===== config.mk =====
export PLATFORM = sky130hd
export DESIGN_NAME = ultrasonic_echo_ranger
export DESIGN_NICKNAME = d
export VERILOG_FILES = /design/src/rtl/uer_pkg.sv /design/src/rtl/ultrasonic_echo_ranger.sv /design/src/rtl/uer_divider.sv /design/src/rtl/uer_tick_core.sv
export SDC_FILE = /design/constraint.sdc
export NUM_CORES = 1
export LEC_CHECK = 0
export ABC_AREA = 1
export BUFFER_PORTS_ARGS = -buffer_cell sky130_fd_sc_hd__buf_4
export CORE_MARGIN = 8
export CORE_UTILIZATION = 57
export DETAILED_ROUTE_END_ITERATION = 6
export MAX_ROUTING_LAYER = met4
export PLACE_DENSITY = 0.77
export SLEW_MARGIN = 15
export SYNTH_ARGS = -nofsm -noshare
export SYNTH_HDL_FRONTEND = slang
export SYNTH_SLANG_ARGS = --single-unit

===== constraint.sdc =====
create_clock -name clk_i -period 3.7 [get_ports clk_i]
set_input_delay 0.37 -clock clk_i [delete_from_list [all_inputs] [get_ports clk_i]]
set_output_delay 0.37 -clock clk_i [all_outputs]
set_load 0.02 [all_outputs]

===== src/rtl/uer_pkg.sv =====
// Shared types, register codes and defaults for the ultrasonic echo ranger.
package uer_pkg;

  // Defaults for the top-level parameters.
  localparam int DefCountWidth = 16;
  localparam int DefMaxAverage = 16;

  // Settle, wait and pulse counts are at least this wide.
  localparam int TimerWidth = 16;

  // The distance field is fixed at 17 bits and saturates.
  localparam int DistWidth = 17;
  localparam logic [DistWidth-1:0] DistMax = 17'd131071;

  // Configuration port widths.
  localparam int CfgIndexWidth = 3;
  localparam int CfgDataWidth = 16;

  // Register indexes on the configuration port.
  typedef enum logic [CfgIndexWidth-1:0] {
    CFG_AVG_COUNT       = 3'd0,
    CFG_TIMEOUT_LIMIT   = 3'd1,
    CFG_ECHO_TIMEOUT_US = 3'd2,
    CFG_SETTLE_US       = 3'd3,
    CFG_TRIGGER_US      = 3'd4
  } cfg_idx_e;

  // Register reset values.
  localparam logic [4:0]  AvgCountRst      = 5'd3;
  localparam logic [3:0]  TimeoutLimitRst  = 4'd3;
  localparam logic [15:0] EchoTimeoutUsRst = 16'd1400;
  localparam logic [15:0] SettleUsRst      = 16'd15000;
  localparam logic [7:0]  TriggerUsRst     = 8'd10;

  // Configuration registers as seen by the tick logic.
  typedef struct packed {
    logic [4:0]  avg_count;
    logic [3:0]  timeout_limit;
    logic [15:0] echo_timeout_us;
    logic [15:0] settle_us;
    logic [7:0]  trigger_us;
  } cfg_t;

  // One input request: a microsecond tick.
  typedef struct packed {
    logic start_req;
    logic echo_in;
  } in_req_t;

  // One result per tick.
  typedef struct packed {
    logic                 trigger_out;
    logic                 busy_res;
    logic                 done_res;
    logic                 failed;
    logic [DistWidth-1:0] distance;
  } out_res_t;

  // Measurement phase of the ranging state machine.
  typedef enum logic [2:0] {
    PH_IDLE    = 3'd0,
    PH_SETTLE  = 3'd1,
    PH_TRIG    = 3'd2,
    PH_WAIT    = 3'd3,
    PH_MEASURE = 3'd4
  } phase_e;

  // Status of one processed tick, from the tick core to the sequencer.
  typedef struct packed {
    logic trigger;
    logic busy;
    logic fin;
    logic fail;
  } tick_stat_t;

  // Handshake sequencer states.
  typedef enum logic [1:0] {
    SQ_READY    = 2'd0,
    SQ_DIV_LOAD = 2'd1,
    SQ_DIV_RUN  = 2'd2,
    SQ_EMIT     = 2'd3
  } seq_e;

endpackage


===== src/rtl/ultrasonic_echo_ranger.sv =====
// Top level of the ultrasonic echo ranger: config, sequencer and output register.
//
// Each input request is one microsecond tick carrying start_req and the
// sampled echo level; each tick yields exactly one result carrying the
// trigger level, busy, done, failed and the averaged distance (0.01 cm).
// Input and output use valid/stall: a request moves when valid is high and
// stall is low. Configuration writes use cfg_valid_i/cfg_ready_o with a
// register index; ready is always high, and writes belong in idle periods.
// An ordinary tick's result is held in pend_q and then loaded into the
// output register out_q in the EMIT state; no new tick is taken until
// that handover. The tick that ends a good measurement runs the
// restoring divider, one quotient bit a cycle, in states DIV_LOAD and
// DIV_RUN before EMIT, and the next tick is taken once EMIT is done.
// The block accepts the next tick while the previous result still waits in
// the output register; while out_stall_i holds, it finishes that tick and
// then stalls its input. Reset clears the phase, counters and accumulators,
// drops out_valid_o and resets the configuration registers to defaults.
module ultrasonic_echo_ranger #(
  parameter int COUNT_WIDTH = uer_pkg::DefCountWidth,
  parameter int MAX_AVERAGE = uer_pkg::DefMaxAverage
) (
  input  logic                               clk_i,
  input  logic                               rst_ni,
  input  logic                               in_valid_i,
  output logic                               in_stall_o,
  input  uer_pkg::in_req_t                   in_data_i,
  output logic                               out_valid_o,
  input  logic                               out_stall_i,
  output uer_pkg::out_res_t                  out_data_o,
  input  logic                               cfg_valid_i,
  output logic                               cfg_ready_o,
  input  logic [uer_pkg::CfgIndexWidth-1:0]  cfg_index_i,
  input  logic [uer_pkg::CfgDataWidth-1:0]   cfg_data_i
);

  import uer_pkg::*;

  localparam int SumW  = COUNT_WIDTH + $clog2(MAX_AVERAGE + 1);
  localparam int GoodW = $clog2(MAX_AVERAGE + 1);
  localparam int NumW  = SumW + 5;
  localparam int DenW  = $clog2(10 * MAX_AVERAGE + 1);

  cfg_t              cfg_q;
  seq_e              seq_q, seq_d;
  tick_stat_t        stat;
  logic [SumW-1:0]   width_sum;
  logic [GoodW-1:0]  n;
  logic              in_accept;
  logic              out_free;
  logic              emit;
  logic              div_start;
  logic              div_done;
  logic [NumW-1:0]   div_num;
  logic [DenW-1:0]   div_den;
  logic [NumW-1:0]   quot;
  logic [DistWidth-1:0] dist_sat;
  out_res_t          pend_q;
  out_res_t          out_q;
  logic              out_valid_q;

  // Configuration registers.
  assign cfg_ready_o = 1'b1;

  always_ff @(posedge clk_i or negedge rst_ni) begin
    if (!rst_ni) begin
      cfg_q.avg_count       <= AvgCountRst;
      cfg_q.timeout_limit   <= TimeoutLimitRst;
      cfg_q.echo_timeout_us <= EchoTimeoutUsRst;
      cfg_q.settle_us       <= SettleUsRst;
      cfg_q.trigger_us      <= TriggerUsRst;
    end else if (cfg_valid_i && cfg_ready_o) begin
      unique case (cfg_index_i)
        CFG_AVG_COUNT:       cfg_q.avg_count       <= cfg_data_i[4:0];
        CFG_TIMEOUT_LIMIT:   cfg_q.timeout_limit   <= cfg_data_i[3:0];
        CFG_ECHO_TIMEOUT_US: cfg_q.echo_timeout_us <= cfg_data_i;
        CFG_SETTLE_US:       cfg_q.settle_us       <= cfg_data_i;
        CFG_TRIGGER_US:      cfg_q.trigger_us      <= cfg_data_i[7:0];
        default: ;
      endcase
    end
  end

  // Tick processing.
  uer_tick_core #(
    .COUNT_WIDTH(COUNT_WIDTH),
    .MAX_AVERAGE(MAX_AVERAGE)
  ) u_tick_core (
    .clk_i      (clk_i),
    .rst_ni     (rst_ni),
    .tick_en_i  (in_accept),
    .req_i      (in_data_i),
    .cfg_i      (cfg_q),
    .stat_o     (stat),
    .width_sum_o(width_sum),
    .n_o        (n)
  );

  // Average: (sum * 17 + 5n) / (10n), built from shifts and adds.
  assign div_num = (NumW'(width_sum) << 4) + NumW'(width_sum)
                 + (NumW'(n) << 2) + NumW'(n);
  assign div_den = (DenW'(n) << 3) + (DenW'(n) << 1);

  uer_divider #(
    .NUM_W(NumW),
    .DEN_W(DenW)
  ) u_divider (
    .clk_i  (clk_i),
    .rst_ni (rst_ni),
    .start_i(div_start),
    .num_i  (div_num),
    .den_i  (div_den),
    .done_o (div_done),
    .quot_o (quot)
  );

  assign dist_sat = (|quot[NumW-1:DistWidth]) ? DistMax : quot[DistWidth-1:0];

  // Sequencer next state.
  always_comb begin
    seq_d = seq_q;
    unique case (seq_q)
      SQ_READY: begin
        if (in_valid_i) begin
          seq_d = (stat.fin && !stat.fail) ? SQ_DIV_LOAD : SQ_EMIT;
        end
      end
      SQ_DIV_LOAD: seq_d = SQ_DIV_RUN;
      SQ_DIV_RUN:  if (div_done) seq_d = SQ_EMIT;
      SQ_EMIT:     if (out_free) seq_d = SQ_READY;
      default:     seq_d = SQ_READY;
    endcase
  end

  // Sequencer outputs.
  always_comb begin
    in_stall_o = (seq_q != SQ_READY);
    div_start  = (seq_q == SQ_DIV_LOAD);
    emit       = (seq_q == SQ_EMIT) && out_free;
  end

  assign in_accept = in_valid_i && !in_stall_o;
  assign out_free  = !out_valid_q || !out_stall_i;

  always_ff @(posedge clk_i or negedge rst_ni) begin
    if (!rst_ni) begin
      seq_q <= SQ_READY;
    end else begin
      seq_q <= seq_d;
    end
  end

  // Pending result of the tick being finished.
  always_ff @(posedge clk_i) begin
    if (in_accept) begin
      pend_q.trigger_out <= stat.trigger;
      pend_q.busy_res    <= stat.busy;
      pend_q.done_res    <= stat.fin;
      pend_q.failed      <= stat.fail;
      pend_q.distance    <= '0;
    end else if (seq_q == SQ_DIV_RUN && div_done) begin
      pend_q.distance <= dist_sat;
    end
  end

  // Output register.
  always_ff @(posedge clk_i or negedge rst_ni) begin
    if (!rst_ni) begin
      out_valid_q <= 1'b0;
    end else if (emit) begin
      out_valid_q <= 1'b1;
    end else if (!out_stall_i) begin
      out_valid_q <= 1'b0;
    end
  end

  always_ff @(posedge clk_i) begin
    if (emit) out_q <= pend_q;
  end

  assign out_valid_o = out_valid_q;
  assign out_data_o  = out_q;

  // A distance is only reported on a successful done tick.
  assert property (@(posedge clk_i) disable iff (!rst_ni)
    out_valid_o |-> (out_data_o.distance == '0) ||
                    (out_data_o.done_res && !out_data_o.failed))
    else $error("distance reported outside a successful done tick");

  // Failed is only raised together with done.
  assert property (@(posedge clk_i) disable iff (!rst_ni)
    out_valid_o && out_data_o.failed |-> out_data_o.done_res)
    else $error("failed without done");

  // An accepted tick stalls the input until its result is handed over.
  assert property (@(posedge clk_i) disable iff (!rst_ni)
    in_accept |=> in_stall_o)
    else $error("input accepted again before result emitted");

  // The divider only finishes while the sequencer waits for it.
  assert property (@(posedge clk_i) disable iff (!rst_ni)
    div_done |-> (seq_q == SQ_DIV_RUN))
    else $error("divider finished outside its wait state");

endmodule


===== src/rtl/uer_divider.sv =====
// Restoring divider: one quotient bit per cycle.
module uer_divider #(
  parameter int NUM_W = 26,
  parameter int DEN_W = 8
) (
  input  logic             clk_i,
  input  logic             rst_ni,
  input  logic             start_i,
  input  logic [NUM_W-1:0] num_i,
  input  logic [DEN_W-1:0] den_i,
  output logic             done_o,
  output logic [NUM_W-1:0] quot_o
);

  localparam int CntW = $clog2(NUM_W + 1);

  logic [NUM_W-1:0] num_q, num_d;
  logic [DEN_W-1:0] rem_q, rem_d;
  logic [DEN_W-1:0] den_q;
  logic [CntW-1:0]  cnt_q;
  logic             busy_q;
  logic             done_q;
  logic [DEN_W:0]   rem_sh;
  logic [DEN_W:0]   diff;
  logic             ge;

  // One restoring step: shift in the next dividend bit, subtract if it fits.
  always_comb begin
    rem_sh = {rem_q, num_q[NUM_W-1]};
    diff   = rem_sh - {1'b0, den_q};
    ge     = (rem_sh >= {1'b0, den_q});
    rem_d  = ge ? diff[DEN_W-1:0] : rem_sh[DEN_W-1:0];
    num_d  = {num_q[NUM_W-2:0], ge};
  end

  // Control: count the steps and flag the last one.
  always_ff @(posedge clk_i or negedge rst_ni) begin
    if (!rst_ni) begin
      busy_q <= 1'b0;
      done_q <= 1'b0;
      cnt_q  <= '0;
    end else begin
      done_q <= 1'b0;
      if (start_i) begin
        busy_q <= 1'b1;
        cnt_q  <= CntW'(NUM_W);
      end else if (busy_q) begin
        cnt_q <= cnt_q - 1'b1;
        if (cnt_q == CntW'(1)) begin
          busy_q <= 1'b0;
          done_q <= 1'b1;
        end
      end
    end
  end

  // Datapath: dividend shifts out while quotient bits shift in.
  always_ff @(posedge clk_i) begin
    if (start_i) begin
      num_q <= num_i;
      rem_q <= '0;
      den_q <= den_i;
    end else if (busy_q) begin
      num_q <= num_d;
      rem_q <= rem_d;
    end
  end

  assign done_o = done_q;
  assign quot_o = num_q;

endmodule


===== src/rtl/uer_tick_core.sv =====
// Ranging state machine: phases, tick counter and reading accumulators.
module uer_tick_core #(
  parameter int  COUNT_WIDTH = uer_pkg::DefCountWidth,
  parameter int  MAX_AVERAGE = uer_pkg::DefMaxAverage,
  localparam int SumW  = COUNT_WIDTH + $clog2(MAX_AVERAGE + 1),
  localparam int GoodW = $clog2(MAX_AVERAGE + 1)
) (
  input  logic                clk_i,
  input  logic                rst_ni,
  input  logic                tick_en_i,
  input  uer_pkg::in_req_t    req_i,
  input  uer_pkg::cfg_t       cfg_i,
  output uer_pkg::tick_stat_t stat_o,
  output logic [SumW-1:0]     width_sum_o,
  output logic [GoodW-1:0]    n_o
);

  import uer_pkg::*;

  localparam int TickW = (COUNT_WIDTH > TimerWidth) ? COUNT_WIDTH : TimerWidth;
  localparam logic [TickW-1:0] CountMax = TickW'({COUNT_WIDTH{1'b1}});

  phase_e            phase_q, phase_d;
  logic [TickW-1:0]  tick_q, tick_d, tick_inc;
  logic [SumW-1:0]   sum_q, sum_d;
  logic [GoodW-1:0]  good_q, good_d;
  logic [3:0]        to_q, to_d;
  logic [GoodW-1:0]  n;
  logic              boundary;
  logic              fin;
  logic              fail;

  // Effective reading count: zero acts as one, large values clamp.
  always_comb begin
    priority if (cfg_i.avg_count == 5'd0) begin
      n = GoodW'(1);
    end else if (32'(cfg_i.avg_count) > 32'(MAX_AVERAGE)) begin
      n = GoodW'(MAX_AVERAGE);
    end else begin
      n = GoodW'(cfg_i.avg_count);
    end
  end

  // Next state for one accepted tick.
  always_comb begin
    phase_d  = phase_q;
    tick_d   = tick_q;
    sum_d    = sum_q;
    good_d   = good_q;
    to_d     = to_q;
    boundary = 1'b0;
    fin      = 1'b0;
    fail     = 1'b0;
    tick_inc = tick_q + 1'b1;
    if (tick_en_i) begin
      unique case (phase_q)
        PH_IDLE: begin
          if (req_i.start_req) begin
            sum_d   = '0;
            good_d  = '0;
            to_d    = '0;
            tick_d  = '0;
            phase_d = PH_SETTLE;
          end
        end
        PH_SETTLE: begin
          tick_d = tick_inc;
          if (tick_inc >= TickW'(cfg_i.settle_us)) boundary = 1'b1;
        end
        PH_TRIG: begin
          if (tick_q >= TickW'(cfg_i.trigger_us)) begin
            phase_d = PH_WAIT;
            tick_d  = '0;
          end else begin
            tick_d = tick_inc;
          end
        end
        PH_WAIT: begin
          if (tick_q >= TickW'(cfg_i.echo_timeout_us)) begin
            to_d     = to_q + 1'b1;
            boundary = 1'b1;
          end else if (req_i.echo_in) begin
            phase_d = PH_MEASURE;
            tick_d  = '0;
          end else begin
            tick_d = tick_inc;
          end
        end
        PH_MEASURE: begin
          if (req_i.echo_in) begin
            if (tick_q < CountMax) tick_d = tick_inc;
          end else begin
            sum_d    = sum_q + SumW'(tick_q[COUNT_WIDTH-1:0]);
            good_d   = good_q + 1'b1;
            boundary = 1'b1;
          end
        end
        default: phase_d = PH_IDLE;
      endcase
      // Reading boundary: fail, finish or fire another pulse.
      if (boundary) begin
        priority if (to_d >= cfg_i.timeout_limit) begin
          fin     = 1'b1;
          fail    = 1'b1;
          phase_d = PH_IDLE;
        end else if (good_d >= n) begin
          fin     = 1'b1;
          phase_d = PH_IDLE;
        end else begin
          phase_d = PH_TRIG;
          tick_d  = TickW'(1);
        end
      end
    end
  end

  // Status for the tick being processed.
  always_comb begin
    stat_o.trigger = (phase_d == PH_TRIG);
    stat_o.busy    = (phase_d != PH_IDLE);
    stat_o.fin     = fin;
    stat_o.fail    = fail;
  end

  always_ff @(posedge clk_i or negedge rst_ni) begin
    if (!rst_ni) begin
      phase_q <= PH_IDLE;
      tick_q  <= '0;
      sum_q   <= '0;
      good_q  <= '0;
      to_q    <= '0;
    end else begin
      phase_q <= phase_d;
      tick_q  <= tick_d;
      sum_q   <= sum_d;
      good_q  <= good_d;
      to_q    <= to_d;
    end
  end

  assign width_sum_o = sum_q;
  assign n_o         = n;

endmodule

Word-level counts from Yosys, hierarchy flattened:

Index checks and enable logic that the tools add are counted.

* register bits: 192
* input port bits: 26

* add/sub/neg operators: 10
* reductions and logical operators: 26
* muxes and demuxes: 63
* $lt $le $gt $ge: 8
* equal/unequal tests: 19

Operator list (count)
* $mux 16: 9
* $pmux 16 s5: 1
* $mux 26: 2
* $mux 21: 2
* $pmux 21 s2: 1
* $mux 5: 7
* $ge 16x16->1: 2
* $add 25x21->26: 1
* $add 26x5->26: 1
* $add 26x7->26: 1
* $add 21x16->21: 1
* $mux 3: 7
* $mux 1: 19
* $mux 17: 1
* $add 16x1->16 const B: 1
* $ge 16x8->1: 1
* $lt 16x16->1 const B: 1
* $eq 3x2->1 const B: 5
* $mux 4: 3
* $pmux 3 s4: 1
* $mux 2: 5
* $pmux 5 s2: 1
* $reduce_and 2->1: 5
* $ge 9x8->1: 1
* 31 further kinds: 47

Depth between registers and ports, before layout:

Gate-level depths: netlist of the first run.

* word-level depth: 13
* mapped depth: 29
* gate-level depth less buffers: 27

Hierarchy:

Synthesis of the first run repeated with hierarchy kept, for this count alone.

* cells, all modules: 1926
* area total of the unflattened synthesis: 14158.6 um^2

By module, submodules not included
* ultrasonic_echo_ranger: seq. area each 2416.1 um^2, times used 1, area an instance 6017.0 um^2, cells an instance 753
* uer_tick_core: seq. area each 1226.2 um^2, times used 1, area an instance 5654.2 um^2, cells an instance 891
* uer_divider: seq. area each 1356.3 um^2, times used 1, area an instance 2487.4 um^2, cells an instance 282

Worst setup path before layout of the first run:

Ideal clock, no wire load.

* kind: register -> register
* start point: register cfg_q[46] in the netlist's numbering
* end point: register u_divider.num_q[17] (netlist: u_divider.quot_o[17]), data pin
* data arrival time: 3.286 ns
* setup slack: 0.161 ns
* data required time: 3.447 ns
* stages on the path, launching flop included: 18
* setup time: 0.253 ns
* period minus slack after synthesis: 3.539 ns
* path through: dfrtp_1 nor2_1 nand3_1 a21oi_1 inv_1 fa_1 fa_1 inv_1 ha_1 a21oi_1 o21ai_1 a21oi_2 o21ai_2 nand3b_1 nand2_1 or2_1 nand3_1 nand2_1

* longest elaborated chain between the ends: 6
* elaborated cells between the ends (all ways): 7
* classes of those cells: 2 x add/sub; 1 x order compare; 3 x mux; 1 x reduce/logical

RTL lines
* start: declaration: RTL line ultrasonic_echo_ranger.sv:43 `cfg_t cfg_q;`
* $gt 5x5->1: RTL line uer_tick_core.sv:37 `end else if (32'(cfg_i.avg_count) > 32'(MAX_AVERAGE)) begin`
* $mux 5: RTL line uer_tick_core.sv:37
* $mux 5 (*): RTL line uer_tick_core.sv:35 `priority if (cfg_i.avg_count == 5'd0) begin`
* $add 26x7->26: RTL line ultrasonic_echo_ranger.sv:100 `+ (NumW'(n) << 2) + NumW'(n);`
* $add 26x5->26 (*): RTL line ultrasonic_echo_ranger.sv:100
* $mux 26 (*): RTL line uer_divider.sv:59 `if (start_i) begin`
* end signal: assignment: RTL line uer_divider.sv:60 `num_q <= num_i;`
* end signal: assignment: RTL line uer_divider.sv:64 `num_q <= num_d;`
* end: declaration: RTL line uer_divider.sv:17 `logic [NUM_W-1:0] num_q, num_d;`

Every way passes the cells marked *; elsewhere a longest branch is shown, timed or not.
A chain may end at the register's enable or synchronous reset.

Worst setup path after layout of the first run:

* start point: register cfg_q[46] in the netlist's numbering
* end point: register u_divider.num_q[15] (netlist: u_divider.quot_o[15]), data pin

The elaborated chain is that of the path after synthesis.

==> results of run 1 <==
[cell type report]
class                   count  area, um2  share of cell area [%]
clock inverters            14      172.7                   1.160
repair buffers             81      610.6                   4.102
clock buffers              18      429.2                   2.883
inverters                 235      884.6                   5.943
well taps                 319      399.1                   2.681
multi-input cells        1304       7413                   49.80
flip-flops and latches    191       4976                   33.43
[per-stage QoR]
stage / utilization [%] / instance area, um2 / hold WS (ns) / total power, mW
final: 63.80 / 14890 / 0.1513 / 11.49
after global routing: 63.80 / 14890 / 0.1388 / 12.49
after CTS: 63.56 / 14830 / 0.1277 / 11.40
after detailed placement: 60.94 / 14220 / 0.3994 / 9.478
after global placement: 60.94 / 14220 / 0.3918 / 9.279
after floorplan: - / 13480 / 0.07441 / 7.822
[metal layers]
metal	vias to the layer above	track usage, %	wire [um]
li1	5968	-	-
met1	5453	30.59	15160
met2	350	39.75	15620
met3	73	3.443	1775
met4	0	8.734	900
met5	-	-	0
[repair_timing]
item,in CTS,in global routing
resized for setup,0,15
endpoints found under the setup margin,0,25
hold endpoints to repair,31,0
setup buffers,0,1
hold buffers,1,0
[state kept, by name, summed over array words and instances, names as in the netlist]
| name | cells |
|---|---|
| u_tick_core.tick_q | 16 |
| u_tick_core.width_sum_o | 21 |
| u_divider.rem_q | 8 |
| out_data_o | 21 |
| u_tick_core.good_q | 5 |
| u_divider.busy_q | 1 |
| u_divider.quot_o | 26 |
| u_tick_core.to_q | 4 |
| u_divider.den_q | 7 |
| u_tick_core.phase_q | 3 |
| seq_q | 2 |
| pend_q | 21 |
| out_valid_o | 1 |
| cfg_q | 49 |
| u_divider.cnt_q | 5 |
| u_divider.done_o | 1 |
[Yosys cell counts, types with 3 or more instances]
master,n,area share (%)
sky130_fd_sc_hd__a21oi_1,101,3.8
sky130_fd_sc_hd__a22o_1,3,0.19
sky130_fd_sc_hd__a22oi_1,3,0.17
sky130_fd_sc_hd__a31oi_1,8,0.37
sky130_fd_sc_hd__buf_1,3,0.084
sky130_fd_sc_hd__buf_2,8,0.30
sky130_fd_sc_hd__buf_4,4,0.22
sky130_fd_sc_hd__clkbuf_1,25,0.70
sky130_fd_sc_hd__clkbuf_8,3,0.31
sky130_fd_sc_hd__dfrtp_1,89,17
sky130_fd_sc_hd__dfstp_2,19,3.7
sky130_fd_sc_hd__dfxtp_1,25,3.7
sky130_fd_sc_hd__edfxtp_1,58,13
sky130_fd_sc_hd__fa_1,9,1.3
sky130_fd_sc_hd__ha_1,142,13
sky130_fd_sc_hd__inv_1,227,6.3
sky130_fd_sc_hd__inv_2,7,0.19
sky130_fd_sc_hd__nand2_1,496,14
sky130_fd_sc_hd__nand2_2,4,0.19
sky130_fd_sc_hd__nand2_4,6,0.50
sky130_fd_sc_hd__nand3_1,112,4.2
sky130_fd_sc_hd__nand3b_1,3,0.17
sky130_fd_sc_hd__nand4_1,20,0.93
sky130_fd_sc_hd__nor2_1,121,3.4
sky130_fd_sc_hd__nor2_2,6,0.28
sky130_fd_sc_hd__nor3_1,9,0.33
sky130_fd_sc_hd__nor4_1,6,0.28
sky130_fd_sc_hd__o211ai_1,5,0.28
sky130_fd_sc_hd__o21a_1,3,0.17
sky130_fd_sc_hd__o21ai_0,154,5.7
sky130_fd_sc_hd__o21ai_1,20,0.74
sky130_fd_sc_hd__o21ai_2,3,0.19
sky130_fd_sc_hd__o21bai_1,3,0.17
sky130_fd_sc_hd__o22ai_1,5,0.23
sky130_fd_sc_hd__o31ai_1,4,0.22
sky130_fd_sc_hd__or2_1,5,0.23
sky130_fd_sc_hd__or2_2,7,0.32
sky130_fd_sc_hd__xnor2_1,6,0.39
sky130_fd_sc_hd__xor2_1,15,0.97
[final timing paths]
check	cells after the start	from	end
max	16	cfg_q[46]	u_divider.quot_o[15]
min	3	out_stall_i	out_valid_o
max reg2reg	16	cfg_q[46]	u_divider.quot_o[15]
min reg2reg	0	pend_q[19]	out_data_o[19]
max in group asynchronous	3	rst_ni	u_tick_core.tick_q[8]
min in group asynchronous	2	rst_ni	cfg_q[6]
[logic make-up (layout without fill, tap and decap cells)]
kind of cell,after synthesis,after routing,synth area share (%)
and+or+nand+nor,809,809,25.86
adders and majority gates,151,151,14.52
other,1,1,0.02782
AOI/OAI and AO/OA,322,322,12.89
buffers and inverters,281,348,8.476
xor gates and xnor gates,21,21,1.365
DFF,191,191,36.86
[worst max-delay path, cell delays in order (launching register included)]
cell,delay (ns)
sky130_fd_sc_hd__dfrtp_1,0.41
sky130_fd_sc_hd__nor2_1,0.09
sky130_fd_sc_hd__nand3_1,0.09
sky130_fd_sc_hd__a21oi_1,0.21
sky130_fd_sc_hd__inv_1,0.11
sky130_fd_sc_hd__fa_1,0.42
sky130_fd_sc_hd__fa_1,0.49
sky130_fd_sc_hd__inv_1,0.05
sky130_fd_sc_hd__ha_2,0.38
sky130_fd_sc_hd__a21oi_2,0.08
sky130_fd_sc_hd__o21ai_1,0.19
sky130_fd_sc_hd__a21oi_2,0.06
sky130_fd_sc_hd__buf_4,0.15
sky130_fd_sc_hd__o21ai_2,0.15
sky130_fd_sc_hd__a21oi_1,0.10
sky130_fd_sc_hd__or2_2,0.28
sky130_fd_sc_hd__a31oi_1,0.12
[power by group]
part | switching (mW) | internal (mW)
clock | 0.938 | 0.916
combinational | 3.97 | 2.17
sequential | 0.554 | 2.95
==> results.txt, run 1 <==
The run finished with clean final reports. In this run the worst path has a maximum fanout of 6. The final setup violation count came out at 0. The antenna cell count is 0. The core region is 23,330 um2. The number of placement rows came out at 56.

The largest net degree at the start of global routing is between 40 and 50. For the pin with the worst max-slew slack, the measured transition is 1.114 ns. The horizontal extent of the die is between 150 and 200 um. The number of antenna violations at the first check in global routing is 0.

The sum of negative setup slack came out at 0 ns. The number of H-tree branching levels is 4. The number of sinks driven by the clock tree is 191. The congestion estimate from routability-driven global placement came to 0.9766. The all-layer global routing usage came out at between 20% and 30%. The overall via count from detail_route is 11,844.

The arrival time reported for the critical path endpoint is between 3 and 4 ns. The number of enable flip-flop cells after synthesis is 58. TritonCTS built the clock tree.

The layout has ~2,000 filler cells. The post-route fraction of the period consumed by the critical path came out at 95.00%. For this run, the post-layout net count is 2,007. Timing would allow up to 284.5 MHz. The overflow left after global routing came out at 0.

The number of different library cells used by synthesis comes to 59. The synthesized flop and latch total came out at 191. The post-layout instance count excluding filler cells is 2,162. The count of final max-slew check failures came out at 0. STA classifies the critical path endpoint as a flip-flop. The sequential cell area fraction in the yosys report came out at 36.86%. The most used flip-flop cell after synthesis is sky130_fd_sc_hd__dfrtp_1. The max-cap check violation count is 0. The initial utilization of the core area, before any placement, comes to between 50% and 60%. The time the worst path needs with I/O delays and setup came out at 3.515 ns.

The average footprint of a synthesized cell is 7.589 um2. The synthesized instance count came out at ~1,800. The final number of hold-violating endpoints is 0. The die boundary height came out at approximately 170 um. The async set or reset register ratio after synthesis is between 50% and 60%. The combined area of all synthesized cells came out at 13,480 um2. The largest buffer count on any clock path came out at 2. STA classifies the critical path startpoint as a flip-flop. The number of warnings printed during yosys synthesis is 0.

The total leakage power is between 7 and 8 nW. The fraction of layout cells with a size suffix above 1 is 10.42%. The estimated wirelength of the detail-placed design came out at 25,320 um.

The later pin in the worst-skew pair is clocked with a latency of 0.45 ns. The clock root buffer is sky130_fd_sc_hd__clkbuf_16. The top cell types in the final layout, fill and taps aside, are 495 x sky130_fd_sc_hd__nand2_1, 226 x sky130_fd_sc_hd__inv_1, 153 x sky130_fd_sc_hd__o21ai_0.

The library cell used most frequently in the layout, excluding fill and tap cells, is sky130_fd_sc_hd__nand2_1. The area of the die came out at approximately 29,000 um2. VDD sags by at most 0.4183 mV. The post-detailed-route wirelength per cell came out at about 15 um. The average vias per placed instance is approximately 5.5. The class of the tightest hold or removal check is input port to flip-flop.

Prior to clock tree synthesis, the placed netlist has a worst setup slack of 0.08592 ns. The critical path is of the flip-flop to flip-flop type. The area added between synthesis and finish is 10.44%. The relative slew slack came out at about 25%. The wire length of the first global-routing pass came out at 55,570 um.

The worst clock skew came out at 0.01601 ns. After clock tree synthesis, the clock-pin slew on the worst setup and hold paths is 0.08 ns. Buffers placed on the I/O ports in this run total 48. STA puts the critical path data required time at ~4.0 ns. The number of routed nets with antenna violations is 0. The cell total after placement is roughly 2,100. The top-level port count came out at 50. The via count of the first global-routing pass is 11,295.

The post-synth net total is 1,953. The total detailed-routing wirelength is 33,460 um. The smallest setup slack after layout came out at 0.1851 ns. The detailed router finished its first iteration with around 1,100 violations. Buffers inserted during clock tree synthesis total 17. The reg-to-reg setup timing slack is ~0.19 ns. For this run, the detailed router's first-pass iteration total came to 6. The number of DRC violations after detailed routing came out at 0. For this design the ratio of total power to cell area is 771.8 nW/um2.
Note: power is estimated with default switching activity, not from simulation.
==> run 2: changes to the inputs <==
--- a/config.mk
+++ b/config.mk
@@ -7,11 +7,13 @@
 export LEC_CHECK = 0
 export ABC_AREA = 1
 export BUFFER_PORTS_ARGS = -buffer_cell sky130_fd_sc_hd__buf_4
+export CAP_MARGIN = 20
 export CORE_MARGIN = 8
 export CORE_UTILIZATION = 57
 export DETAILED_ROUTE_END_ITERATION = 6
 export MAX_ROUTING_LAYER = met4
 export PLACE_DENSITY = 0.77
+export RECOVER_POWER = 50
 export SLEW_MARGIN = 15
 export SYNTH_ARGS = -nofsm -noshare
 export SYNTH_HDL_FRONTEND = slang
==> run 2 against run 1 <==
  * The run now ends with max-capacitance violations, max-slew violations left
  * Critical path depth stayed put
  * Non-clock buffer count grew 2
  * Count of clock-buffer cells in the layout is the same
  * Highest routed layer unchanged
  * Wire length down 0.28%
  * Global-route usage unchanged
  * Combinational power shrank 1%
  * Worst setup slack got worse by 0.012 ns
==> results.txt, run 2 (synthesis gave the netlist of run 1 again) <==
The master of the slowest instance on the critical path is sky130_fd_sc_hd__fa_1 (unchanged). The final core utilization is 63.37% (was 63.80%). The worst reg-to-reg path cell count came to 16 (unchanged). The die boundary height is 169.8 um (unchanged).

The element type at the critical path end is a flip-flop (unchanged). Ordered list of cells on the worst path: nor2_1 -> nand3_1 -> a21oi_1 -> inv_1 -> fa_1 -> fa_1 -> inv_1 -> ha_2 -> a21oi_2 -> o21ai_1 -> a21oi_2 -> buf_4 -> o21ai_2 -> a21oi_1 -> or2_2 -> a31oi_1 (unchanged). The cell total after placement is 2,128 (unchanged). The arrival time reported for the critical path endpoint came to 3.83 ns (was 3.82 ns). The net switching power was 5.449 mW (was 5.457 mW). The fraction of power consumed by sequential logic is 30.6% (was 30.5%). The quantity of I/O buffers inserted on ports came to 48 (unchanged). The CTS tree is yes (unchanged).

The flip-flop count of the largest register, all copies and words added came out at 49 (unchanged). The post-layout instance count excluding filler cells is 2,164 (was 2,162). The fraction of met1 tracks used by global routing is 30.59% (unchanged). The global-route track usage on met3 is 3.443% (unchanged). The post-detailed-route wirelength per cell came out at 15.42 um (was 15.48 um). The number of inserted filler cells in the final layout came out at 2,051 (was 2,021).

The wire length of the first global-routing pass is 55,570 um (unchanged). The internal power came to 5.972 mW (was 6.031 mW). The design area came out at 14,790 um2 (was 14,890 um2).

The data required time of the worst path is 4.00 ns (about the same). The initial DRC count is 1,073 (was 1,085). The combined buffer and inverter count along the critical path is 3 (unchanged). The effective utilization at floorplan is 57.76% (unchanged). The time the worst path needs with I/O delays and setup came out at 3.527 ns (was 3.515 ns). The category of the worst setup path launch point is a flip-flop (unchanged). The top-level port count is 50 (unchanged).

The number of placement rows is 56 (unchanged). The type of the worst setup path was flip-flop to flip-flop (unchanged). The met2 track utilization from global routing came to 39.75% (unchanged). The worst setup path startpoint is cfg_q[46] (unchanged). The startpoint of the tightest hold check path is out_stall_i (unchanged). The number of buffers added by the clock tree synthesis step is 17 (unchanged). The most frequent standard cell in the layout excluding fill and tap cells is sky130_fd_sc_hd__nand2_1 (unchanged). The class of the tightest hold or removal check is input port to flip-flop (unchanged).

The top register by number of flip-flops is cfg_q (unchanged). The area of the die is 28,820 um2 (unchanged). Most used cells in the layout excluding fill and tap cells: 495 x sky130_fd_sc_hd__nand2_1, 226 x sky130_fd_sc_hd__inv_1, 153 x sky130_fd_sc_hd__o21ai_0 (unchanged). The post-route fraction of the period consumed by the critical path came out at 95.32% (was 95.00%). The origin of the critical flop-to-flop path is cfg_q[46] (unchanged).

The total leakage power came out at 7.583 nW (was 7.681 nW). The top fanout value on the critical path is 6 (unchanged). The fraction of layout cells with a size suffix above 1 is 8.943% (was 10.42%).

The overall via count from detail_route came out at 11,771 (was 11,844). The estimated wirelength of the detail-placed design is 25,320 um (unchanged). The fraction of power spent switching nets is 47.71% (was 47.50%). The number of stages on the worst setup path came to 16 (unchanged). The max-cap check violation count is 1 (was 0). The reg-to-reg setup timing slack is 0.17 ns (was 0.19 ns). The most used routing layer is met2 (unchanged).

The overflow left after global routing is 0 (unchanged). The longest individual stage delay on the worst path came to 0.49 ns (about the same). The largest net degree at the start of global routing is 42 (unchanged). The final number of hold-violating endpoints is 0 (unchanged). The final setup violation count came to 0 (unchanged).

The clock slew seen by the registers of the worst setup and hold paths was 0.08 ns (about the same). The family with the most delay on the worst path is adder cells (unchanged). The number of antenna violations at the first check in global routing came out at 0 (unchanged).

The count of final max-slew check failures came to 42 (was 0). The relative slew slack is -60.61% (was 25.49%). The placement-stage cell area was 14,220 um2 (unchanged). Run status: complete, but fails checks (was complete, no violations). The number of DRC violations after detailed routing came out at 0 (unchanged). The total detailed-routing wirelength came out at 33,360 um (was 33,460 um). The peak ir drop on the vdd network was 0.4064 mV (was 0.4183 mV). The area of the core came out at 23,330 um2 (unchanged).

The depth of the worst hold-timing path was 3 (unchanged). The end point of the worst hold path is out_valid_o (unchanged). The checks that failed: max-capacitance violations, max-slew violations. The number of sinks driven by the clock tree is 191 (unchanged). The achievable clock frequency came out at 283.5 MHz (was 284.5 MHz). The pin slew with the least headroom to its limit came out at 2.409 ns (was 1.114 ns). The antenna cell count came out at 0 (unchanged).

The total power per unit cell area came out at 772.4 nW/um2 (was 771.8 nW/um2). The via count of the first global-routing pass was 11,295 (unchanged). The clock root buffer was sky130_fd_sc_hd__clkbuf_16 (unchanged). The combinational power share came out at 53.1% (was 53.4%). The all-layer global routing usage came out at 24.38% (unchanged). The end of the worst register-to-register path was u_divider.quot_o[15] (unchanged).

The area added between synthesis and finish is 9.710% (was 10.44%). The number of routed nets with antenna violations is 0 (unchanged). The routability congestion estimate was 0.9766 (unchanged).

The proportion of power drawn by the clock network came to 16.3% (was 16.1%). The largest buffer count on any clock path was 2 (unchanged). The horizontal extent of the die is 169.8 um (unchanged).

The number of H-tree branching levels was 4 (unchanged). The worst clock skew came to 0.01563 ns (was 0.01601 ns). The clock latency of the later-clocked register in the worst-skew pair is 0.45 ns (about the same). The average vias per placed instance was 5.439 (was 5.478).

The number of nets at the end of the flow came to 2,009 (was 2,007). The number of detailed-route iterations in the first pass is 5 (was 6).
[run 2: cell types whose count changed in the layout (fill, tap and decap cells not counted)]
cell | previous run | this run
sky130_fd_sc_hd__clkbuf_2 | 0 | 2
sky130_fd_sc_hd__clkbuf_4 | 0 | 1
sky130_fd_sc_hd__clkbuf_1 | 1 | 30
sky130_fd_sc_hd__buf_4 | 80 | 50
[run 2: metrics by stage]
stage	worst slack (ns)	total power, mW	hold WS, ns	TNS [ns]
detailed placement	0.08592	9.478	0.3994	0
CTS	0.09053	11.40	0.1277	0
global route	-0.008157	12.43	0.1388	-0.008157
floorplan	0.1607	7.822	0.07441	0
finish	0.1732	11.42	0.1497	0
global placement	0.1972	9.279	0.3918	0
[run 2: power by group through the flow]
stage | logic (mW) | clock network (mW) | registers, mW
floorplan | 4.37 | 0 | 3.45
global placement | 5.79 | 0 | 3.48
detailed placement | 5.97 | 0 | 3.51
CTS | 6.03 | 1.89 | 3.48
global route | 6.90 | 1.96 | 3.57
finish | 6.07 | 1.86 | 3.50
[run 2: worst min-delay path, cell delays in order]
cell and delay (ns):
sky130_fd_sc_hd__buf_4 0.11, sky130_fd_sc_hd__nand2_1 0.05, sky130_fd_sc_hd__nand2_1 0.04
[run 2: routing by layer]
layer / wire [um] / vias to the layer above
met5: 0 / -
met4: 915 / 0
met1: 15320 / 5409
met2: 15530 / 315
li1: - / 5976
met3: 1595 / 71
[run 2: what timing repair did]
action,4_1_cts,5_1_grt
setup endpoints to repair,0,25
gates resized for setup,0,15
hold buffers,1,0
hold endpoints to repair,31,0
buffers inserted,0,1
[run 2: cell type report]
class / instances / area [um2] / share of cell area [%]
inverters: 235 / 884.6 / 5.982
clock inverters: 14 / 172.7 / 1.168
well taps: 319 / 399.1 / 2.699
repair buffers: 83 / 511.7 / 3.461
flip-flops and latches: 191 / 4976 / 33.65
clock buffers: 18 / 429.2 / 2.902
multi-input cells: 1304 / 7413 / 50.14
[run 2: worst max-delay path by stage]
stage and to:
5_1_grt u_divider.quot_o[15], 4_1_cts u_divider.quot_o[17], 3_5_place_dp u_divider.quot_o[17], 2_1_floorplan u_divider.quot_o[17], 6_report u_divider.quot_o[15], 3_3_place_gp u_divider.quot_o[17]
